[src/rtl/assert_macros.svh]
// Assertion macros used by the top-level RTL file.
`ifndef ASSERT_MACROS_SVH
`define ASSERT_MACROS_SVH

// Property must hold at every rising clock edge outside reset.
`define NRP_ASSERT(label, clk, rst_n, prop, msg) \
  label: assert property (@(posedge clk) disable iff (!rst_n) prop) else $error(msg);

// Condition must never be true outside reset.
`define NRP_ASSERT_NEVER(label, clk, rst_n, cond, msg) \
  `NRP_ASSERT(label, clk, rst_n, !(cond), msg)

`endif

[src/rtl/nrp_pkg.sv]
// Types and constants for the nearest-rank percentile block.
`default_nettype none

package nrp_pkg;

  localparam int unsigned PCT_W     = 7;
  localparam logic [PCT_W-1:0] PCT_RESET = 7'd50;
  localparam int unsigned RANK_STEP = 100;

  typedef enum logic [1:0] {
    ST_LOAD,
    ST_PROD,
    ST_SCAN
  } state_e;

  typedef struct packed {
    logic insert;
    logic shift;
  } cell_ctrl_t;

endpackage

`default_nettype wire

[src/rtl/nrp_cell.sv]
// One cell of the sorted sample chain: insert from the left, shift from the right.
`default_nettype none

module nrp_cell #(
  parameter int Width    = 32,
  parameter int CntWidth = 7,
  parameter int Idx      = 0
) (
  input  wire                     clk_i,
  input  nrp_pkg::cell_ctrl_t     ctrl_i,
  input  wire  [CntWidth-1:0]     count_i,
  input  wire  signed [Width-1:0] sample_i,
  input  wire  signed [Width-1:0] prev_value_i,
  input  wire                     prev_less_i,
  input  wire  signed [Width-1:0] next_value_i,
  output logic signed [Width-1:0] value_o,
  output logic                    less_o
);

  logic signed [Width-1:0] value_q, value_d;
  logic                    empty;

  assign empty   = CntWidth'(Idx) >= count_i;
  assign less_o  = empty || (sample_i < value_q);
  assign value_o = value_q;

  always_comb begin
    value_d = value_q;
    if (ctrl_i.insert && less_o) begin
      value_d = prev_less_i ? prev_value_i : sample_i;
    end else if (ctrl_i.shift) begin
      value_d = next_value_i;
    end
  end

  always_ff @(posedge clk_i) begin
    value_q <= value_d;
  end

endmodule

`default_nettype wire

[config.mk]
export PLATFORM = sky130hd
export DESIGN_NAME = nrp_cell
export DESIGN_NICKNAME = d
export VERILOG_FILES = /design/src/rtl/assert_macros.svh /design/src/rtl/nrp_pkg.sv /design/src/rtl/nrp_cell.sv
export SDC_FILE = /design/constraint.sdc
export NUM_CORES = 1
export LEC_CHECK = 0
export ABC_AREA = 0
export BUFFER_PORTS_ARGS = -buffer_cell sky130_fd_sc_hd__clkbuf_2
export CAP_MARGIN = 0
export CORE_MARGIN = 2
export CORE_UTILIZATION = 46
export CTS_CLUSTER_DIAMETER = 60
export CTS_CLUSTER_SIZE = 28
export DETAILED_ROUTE_END_ITERATION = 16
export PLACE_DENSITY = 0.81
export SYNTH_ARGS = -nofsm -noshare
export SYNTH_HDL_FRONTEND = slang
export SYNTH_SLANG_ARGS = --single-unit
[constraint.sdc]
create_clock -name clk_i -period 3.6 [get_ports clk_i]
set_clock_uncertainty 0.2 [all_clocks]
set_input_delay 0.18 -clock clk_i [delete_from_list [all_inputs] [get_ports clk_i]]
set_output_delay 0.18 -clock clk_i [all_outputs]
set_load 0.05 [all_outputs]
; ---- After elaboration in Yosys (flattened, before gate mapping)
; Cells that the tools add are included.
[word_totals]
reg_bits = 32
input_bits = 107
[classes]
magnitude_cmp = 2
mux = 3
n_reduce_logical = 3
[ops]
columns = cell, n
row1 = two-way mux 32 bit, 3
row2 = less-than comparator 32 bit, 1
row3 = "greater-or-equal comparator 1 x 7 -> 1 bit, first input constant", 1
row4 = nonzero test 2 bit, 1
row5 = logical AND 1 bit, 1
row6 = logical OR 1 bit, 1

; ---- Longest topological paths before layout
; Gate-level depths: netlist of run 1.
[depth]
word_depth = 4
ltp_mapped = 10
ltp_nobuf = 8

; ---- Worst setup path after synthesis of run 1
; OpenSTA, ideal clock, no wires.
[synth_path]
path_type = register to register
from = register value_q[13] (netlist: value_o[13])
to = register value_q[0] (netlist: value_o[0]) (enable)
setup_ns = 0.390
arrival_time_ns = 3.095
required_time_ns = 3.010
path_slack_ns = -0.086
path_stages_with_launch = 11
path_buffers = 2
period_less_slack_ns = 3.686
cell_sequence = edfxtp_1 > inv_1 > ha_1 > a21o_1 > a21o_1 > a221o_1 > a22oi_1 > a311o_1 > buf_6 > buf_12 > or2_1
[synth_via]
elab_chain_cells = 4
[synth_lines]
columns = item, line_no
row1 = from (decl), nrp_cell.sv:20  ; logic signed [Width-1:0] value_q, value_d;
row2 = from (signal assigned), nrp_cell.sv:37  ; value_q <= value_d;
row3 = less-than comparator 32 bit, nrp_cell.sv:24  ; assign less_o = empty || (sample_i < value_q);
row4 = logical OR 1 bit, nrp_cell.sv:24
row5 = logical AND 1 bit, nrp_cell.sv:29  ; if (ctrl_i.insert && less_o) begin
row6 = nonzero test 2 bit (no line), --
; No other way between the ends.
; A chain may end at the register's enable or synchronous reset.

; ---- Worst setup path in the final report of run 1
[layout_path]
from = register value_q[31] (netlist: value_o[31])
to = register value_q[18] (netlist: value_o[18]) (enable)
; The elaborated chain is that of the path after synthesis.

==> impl_metrics.py, run 1 <==
metrics = {
    "sta": {
        "finalSetupViolations": 0,
        "relSlewSlack_pct": 43.7,
        "rsz0062_at_grt": "no",
        "final_hold_viol_count": 0,
        "fin_tns_setup_ns": 0,
        "slew_violations": 0,
        "fin_crit_sh_pct": 87.9,
        "min_period_ns": 3.16,
        "fmax_mhz": 316,
        "worst_slew_pin_slew_ns": 0.844,
    },
    "logic_synthesis": {
        "ys.flop_type": "edfxtp_1",
        "async_reset_ff_share_pct": 0,
        "synth_top_area_share_pct": 35.0,
        "ys_seq_area_share_pct": 35.0,
        "avgSynthCellArea_sq_um": 12.1,
        "synth_cells": 226,
        "synth_cell_type_count": 36,
        "yosys_warnings": 0,
        "synth_seq_cells": 32,
        "synth_area_leaders": "edfxtp_1 (35%), mux2_4 (16%), mux2_2 (14%), ha_1 (14%), inv_1 (4.5%)",
        "synthesis.area_sq_mm": 0.00274,
        "yosys.area.top_type": "edfxtp_1",
        "synthesis.nets": 364,
        "synth-edff-count": 32,
    },
    "clocking": {
        "clkTransAtPathRegs_ns": 0.06,
        "cts.sinks": 32,
        "ctsResizeCount": 0,
        "cts_buffer_depth": 2,
        "insertion_delay_ns": 0.28,
        "cts_tree": "done",
        "h-tree-depth": 2,
        "clock-root-buffer": "clkbuf_8",
        "cts_setup_buffers": 0,
        "cts_made_buffers": 5,
    },
    "job": {
        "drv_cap": 0,
    },
    "floorplanning": {
        "coreArea_sq_mm": 0.00585,
        "initial_core_util_pct": 46.9,
        "die_y_um": 81.2,
        "rows": 28,
        "die_w_um": 81.2,
        "io_pins": 140,
        "die_area_sq_mm": 0.00660,
    },
    "drt": {
        "via_per_inst": 5.05,
        "drtIter0Drc": 98,
        "drt-pass1-iter-count": 4,
        "postRouteWirelength_um": 6610,
        "vias": 2286,
        "drc": 0,
        "drtAntennaViolNets": 0,
        "routedWlPerCell_um": 14.6,
    },
    "critical_path": {
        "rr_worst_depth": 8,
        "regToRegSetupSlack_ns": 0.44,
        "end_kind": "register",
        "path_class": "reg2reg",
        "start_kind": "register",
        "crit_required_ns": 3.32,
        "crit_fanout": 32,
        "crit_arrival_ns": 2.88,
    },
    "placed_design": {
        "dpl.hpwl_um": 5400,
        "globalplace.congestion": 0.780,
        "io_buffers": 139,
    },
    "grt": {
        "grt_pass1_vias": 2197,
        "grt_overflow": 0,
        "grtUsageTotal_pct": 20.4,
        "antenna_found_initial": 0,
        "grt_first_pass_wirelength_um": 10100,
        "grt_max_degree": 33,
    },
    "worst_hold_path": {
        "hold_class": "in2reg",
        "holdPathStages": 2,
    },
    "power": {
        "leakage_nw": 1.88,
        "p_total_w": 0.00177,
        "power_density_mw_per_mm2": 483,
        "vdd_drop_max_mv": 0.227,
    },
    "final_layout": {
        "postLayoutCoreUtil_pct": 62.6,
        "largest_reg_flops": 32,
        "drive_gt1_share_pct": 56.9,
        "num_antenna_cells": 0,
        "final_cell_mix": "clkbuf_2 (139), mux2_2 (35), inv_1 (33)",
        "final_nets": 516,
        "syn2layout_area_growth_pct": 33.4,
        "final_common_cell": "clkbuf_2",
    },
    "run_status": {
        "status": "completed",
    },
}
==> layout make-up <==
cell class | count | area [sq um]
inverter | 33 | 124
clock inverter | 1 | 5.00
timing repair buffer | 153 | 831
multi-input combinational | 153 | 1570
fill | 477 | 2190
clock buffer | 6 | 72.6
tap | 75 | 93.8
sequential | 32 | 961
==> cells by family after synthesis <==
group           share of synthesized area (%)
compound gates                           6.39
buf+inv                                  7.66
fa+ha+maj                                14.1
mux                                      30.2
simple gates                             6.52
flops                                    35.0
==> synthesized netlist by cell type (all sizes together) (2+ instances only) <==
master   n
a21oi   11
inv     33
nand4    5
nor2     4
nand2b   2
a21o     2
mux2    64
ha      31
edfxtp  32
nor4     2
and2     2
buf      4
o21ai    4
nand2    8
and3     2
clkbuf   4
==> layer usage <==
| metal | vias up | track usage [%] | part of all wire [%] |
|---|---|---|---|
| met5 | - | 0 | 0 |
| met1 | 1041 | 24.5 | 42 |
| met3 | 5 | 3.89 | 6.8 |
| li1 | 1138 | - | - |
| met2 | 102 | 36.9 | 50 |
| met4 | 0 | 5.59 | 1.0 |
==> power breakdown <==
| part | switching, W | leakage [nW] | internal, W |
|---|---|---|---|
| Clock | 0.000124 | 0.0410 | 0.000131 |
| Sequential | 0.0000427 | 0.319 | 0.000524 |
| Combinational | 0.000583 | 1.52 | 0.000361 |
| Total | 0.000750 | 1.88 | 0.00102 |
==> critical path: stages (launching register included) <==
cell	delay, ns
edfxtp_1	0.36
inv_1	0.05
ha_1	0.37
nand4_2	0.17
nor4_2	0.36
and3_1	0.19
a22oi_1	0.10
a311o_2	0.41
or2_2	0.59
==> worst paths after layout <==
| check | startpoint | to |
|---|---|---|
| worst min register to register | value_o[31]$_DFFE_PP_ | value_o[19]$_DFFE_PP_ |
| worst min-delay path | next_value_i[13] | value_o[13]$_DFFE_PP_ |
| worst max-delay path | value_o[31]$_DFFE_PP_ | value_o[18]$_DFFE_PP_ |
| worst max register to register | value_o[31]$_DFFE_PP_ | value_o[18]$_DFFE_PP_ |
==> stage by stage <==
stage	instances	area [sq um]	setup WS, ns	hold WS, ns
floorplan	226	2740	0.187	0.198
CTS	453	3660	0.412	0.000800
global placement	434	3460	0.525	0.284
global route	453	3660	0.229	0.00302
finish	453	3660	0.437	0.00562
detailed placement	434	3460	0.421	0.284
==> timing repair <==
| action | in CTS | in global routing |
|---|---|---|
| hold endpoints to repair | 12 | 0 |
| hold buffers | 12 | 0 |
| endpoints found under the setup margin | 0 | 0 |
Note: power is estimated with default switching activity, not from simulation.
==> run 2: changes to the inputs <==
--- a/config.mk
+++ b/config.mk
@@ -8,7 +8,7 @@
 export ABC_AREA = 0
 export BUFFER_PORTS_ARGS = -buffer_cell sky130_fd_sc_hd__clkbuf_2
 export CAP_MARGIN = 0
-export CORE_MARGIN = 2
+export CORE_MARGIN = 3
 export CORE_UTILIZATION = 46
 export CTS_CLUSTER_DIAMETER = 60
 export CTS_CLUSTER_SIZE = 28
==> constraint.sdc (replaced) <==
create_clock -name clk_i -period 3.6 [get_ports clk_i]
set_clock_uncertainty 0.2 [all_clocks]
set_input_delay 0 -clock clk_i [delete_from_list [all_inputs] [get_ports clk_i]]
set_output_delay 0 -clock clk_i [all_outputs]
set_load 0.05 [all_outputs]
==> run 2 against run 1 <==
  * Register-to-register slack got worse by 0.32 ns
  * Combinational power grew 13%
  * Flip-flop and latch count is the same
  * Final area is 22% higher
  * Total power increased by 7.0%
  * Critical path depth increased by 2
  * Core utilization is 17 points higher
  * First-iteration DRC count decreased by 17%
  * Hold slack gained 0.013 ns
  * Fmax fell by 9.1%
==> impl_metrics.py, run 2 (synthesis gave the netlist of run 1 again) <==
metrics = {
    "final_layout": {
        "syn2layout_area_growth_pct": 62.8,
        "final_nets": 595,
        "final_common_cell": "clkbuf_2",
        "fin_area_sq_mm": 0.00446,
        "fillers": 345,
        "largest_reg_flops": 32,
        "drive_gt1_share_pct": 47.0,
        "final_cell_mix": "clkbuf_2 (139), dlygate4sd3_1 (91), mux2_2 (35)",
        "num_antenna_cells": 0,
    },
    "floorplanning": {
        "coreArea_sq_mm": 0.00564,
        "rows": 27,
        "die_w_um": 83.2,
        "initial_core_util_pct": 48.6,
        "die_y_um": 83.2,
        "io_pins": 140,
        "die_area_sq_mm": 0.00692,
    },
    "clocking": {
        "cts_buffer_depth": 2,
        "clkTransAtPathRegs_ns": 0.07,
        "cts.sinks": 32,
        "insertion_delay_ns": 0.28,
        "h-tree-depth": 2,
        "cts_tree": "done",
        "clock-root-buffer": "clkbuf_8",
        "cts_made_buffers": 5,
        "cts_setup_buffers": 0,
    },
    "sta": {
        "worst_hold_slack_ns": 0.0190,
        "min_period_ns": 3.48,
        "fin_crit_sh_pct": 96.7,
        "fmax_mhz": 287,
        "finalSetupViolations": 0,
        "worst_slew_pin_slew_ns": 0.891,
        "slew_violations": 0,
        "relSlewSlack_pct": 40.6,
        "final_hold_viol_count": 0,
    },
    "grt": {
        "grt_pass1_vias": 3018,
        "grtUsageTotal_pct": 26.2,
        "grt_first_pass_wirelength_um": 14500,
        "antenna_found_initial": 0,
        "grt_max_degree": 33,
        "grt_overflow": 0,
    },
    "critical_path": {
        "cpPeakStageDelay_ns": 0.56,
        "crit_fanout": 15,
        "crit_arrival_ns": 3.31,
        "crit_required_ns": 3.43,
        "end_kind": "register",
        "path_class": "reg2reg",
        "critical_path.slowest_cell": "dlygate4sd3_1",
        "cp_cell_sequence": "inv_1 > ha_1 > nand4_1 > nor4_4 > and3_1 > a22oi_2 > a311o_2 > buf_6 > mux2_4 > dlygate4sd3_1",
        "start_kind": "register",
    },
    "drt": {
        "via_per_inst": 5.11,
        "routedWlPerCell_um": 17.2,
        "vias": 2703,
        "postRouteWirelength_um": 9080,
        "drt-pass1-iter-count": 6,
        "drtAntennaViolNets": 0,
        "drc": 0,
        "drtIter0Drc": 81,
    },
    "run_status": {
        "status": "completed",
    },
    "placed_design": {
        "globalplace.congestion": 0.802,
        "dpl_cell_area_sq_mm": 0.00346,
        "dpl.hpwl_um": 5450,
        "io_buffers": 139,
    },
    "power": {
        "leakage_nw": 2.23,
        "power_density_mw_per_mm2": 423,
        "vdd_drop_max_mv": 0.257,
    },
    "job": {
        "drv_cap": 0,
    },
    "worst_hold_path": {
        "hold_class": "in2reg",
    },
}
==> run 2: changes by cell type in the layout (fill, tap and decap cells not counted), sizes merged <==
cell         previous run  this run
clkinv                  1         2
dlygate4sd3            12        91
clkbuf                145       144
==> run 2: cell type report <==
class	instances	area (sq um)	area share, %
Sequential cell	32	961	21.5
Inverter	33	124	2.77
Multi-Input combinational cell	153	1590	35.6
Tap cell	72	90.1	2.02
Clock buffer	5	68.8	1.54
Timing Repair Buffer	232	1630	36.4
Clock inverter	2	7.51	0.168
==> run 2: worst paths after layout <==
| kind | slack, ns | cells past startpoint | to | startpoint |
|---|---|---|---|---|
| min reg2reg | 1.35 | 6 | value_o[6]$_DFFE_PP_ | value_o[31]$_DFFE_PP_ |
| max | 0.12 | 10 | value_o[10]$_DFFE_PP_ | value_o[18]$_DFFE_PP_ |
| min | 0.02 | 3 | value_o[18]$_DFFE_PP_ | sample_i[18] |
| max reg2reg | 0.12 | 10 | value_o[10]$_DFFE_PP_ | value_o[18]$_DFFE_PP_ |
==> run 2: critical path: cells and delay by family (launching register included) <==
family / cells / cell delay [ns]
adders and majority gates: 1 / 0.30
and+or+nand+nor: 3 / 0.77
DFF: 1 / 0.35
AOI/OAI and AO/OA: 2 / 0.49
buffers and inverters: 3 / 0.80
muxes: 1 / 0.31
==> run 2: per-stage QoR <==
stage / setup slack, ns / cells / utilization (%) / power [W] / TNS (ns)
global placement: 0.564 / 431 / 61.3 / 0.00149 / 0
detailed placement: 0.406 / 431 / 61.3 / 0.00151 / 0
finish: 0.119 / 529 / 79.1 / 0.00189 / 0
global route: -0.00362 / 529 / 79.1 / 0.00199 / -0.00362
floorplan: 0.187 / 226 / - / 0.00132 / 0
CTS: 0.00827 / 529 / 78.8 / 0.00186 / 0
==> run 2: metal layers <==
layer  vias up  global-route usage [%]  part of all wire (%)
met5         -                       0                     0
met4         0                    12.2                   4.0
li1       1295                       -                     -
met1      1255                    26.9                    37
met3        33                    6.35                   6.0
met2       120                    49.3                    53
==> run 2: where the power goes <==
group	total [W]	internal, W	leakage (nW)	switching, W
clock network	0.000256	0.000127	0.0391	0.000128
registers	0.000566	0.000524	0.319	0.0000420
logic	0.00107	0.000438	1.87	0.000630
==> run 2: repair_timing <==
action,in CTS,in global routing
resized for setup,0,4
hold buffers,91,0
endpoints found under the setup margin,0,4
hold endpoints to repair,32,0
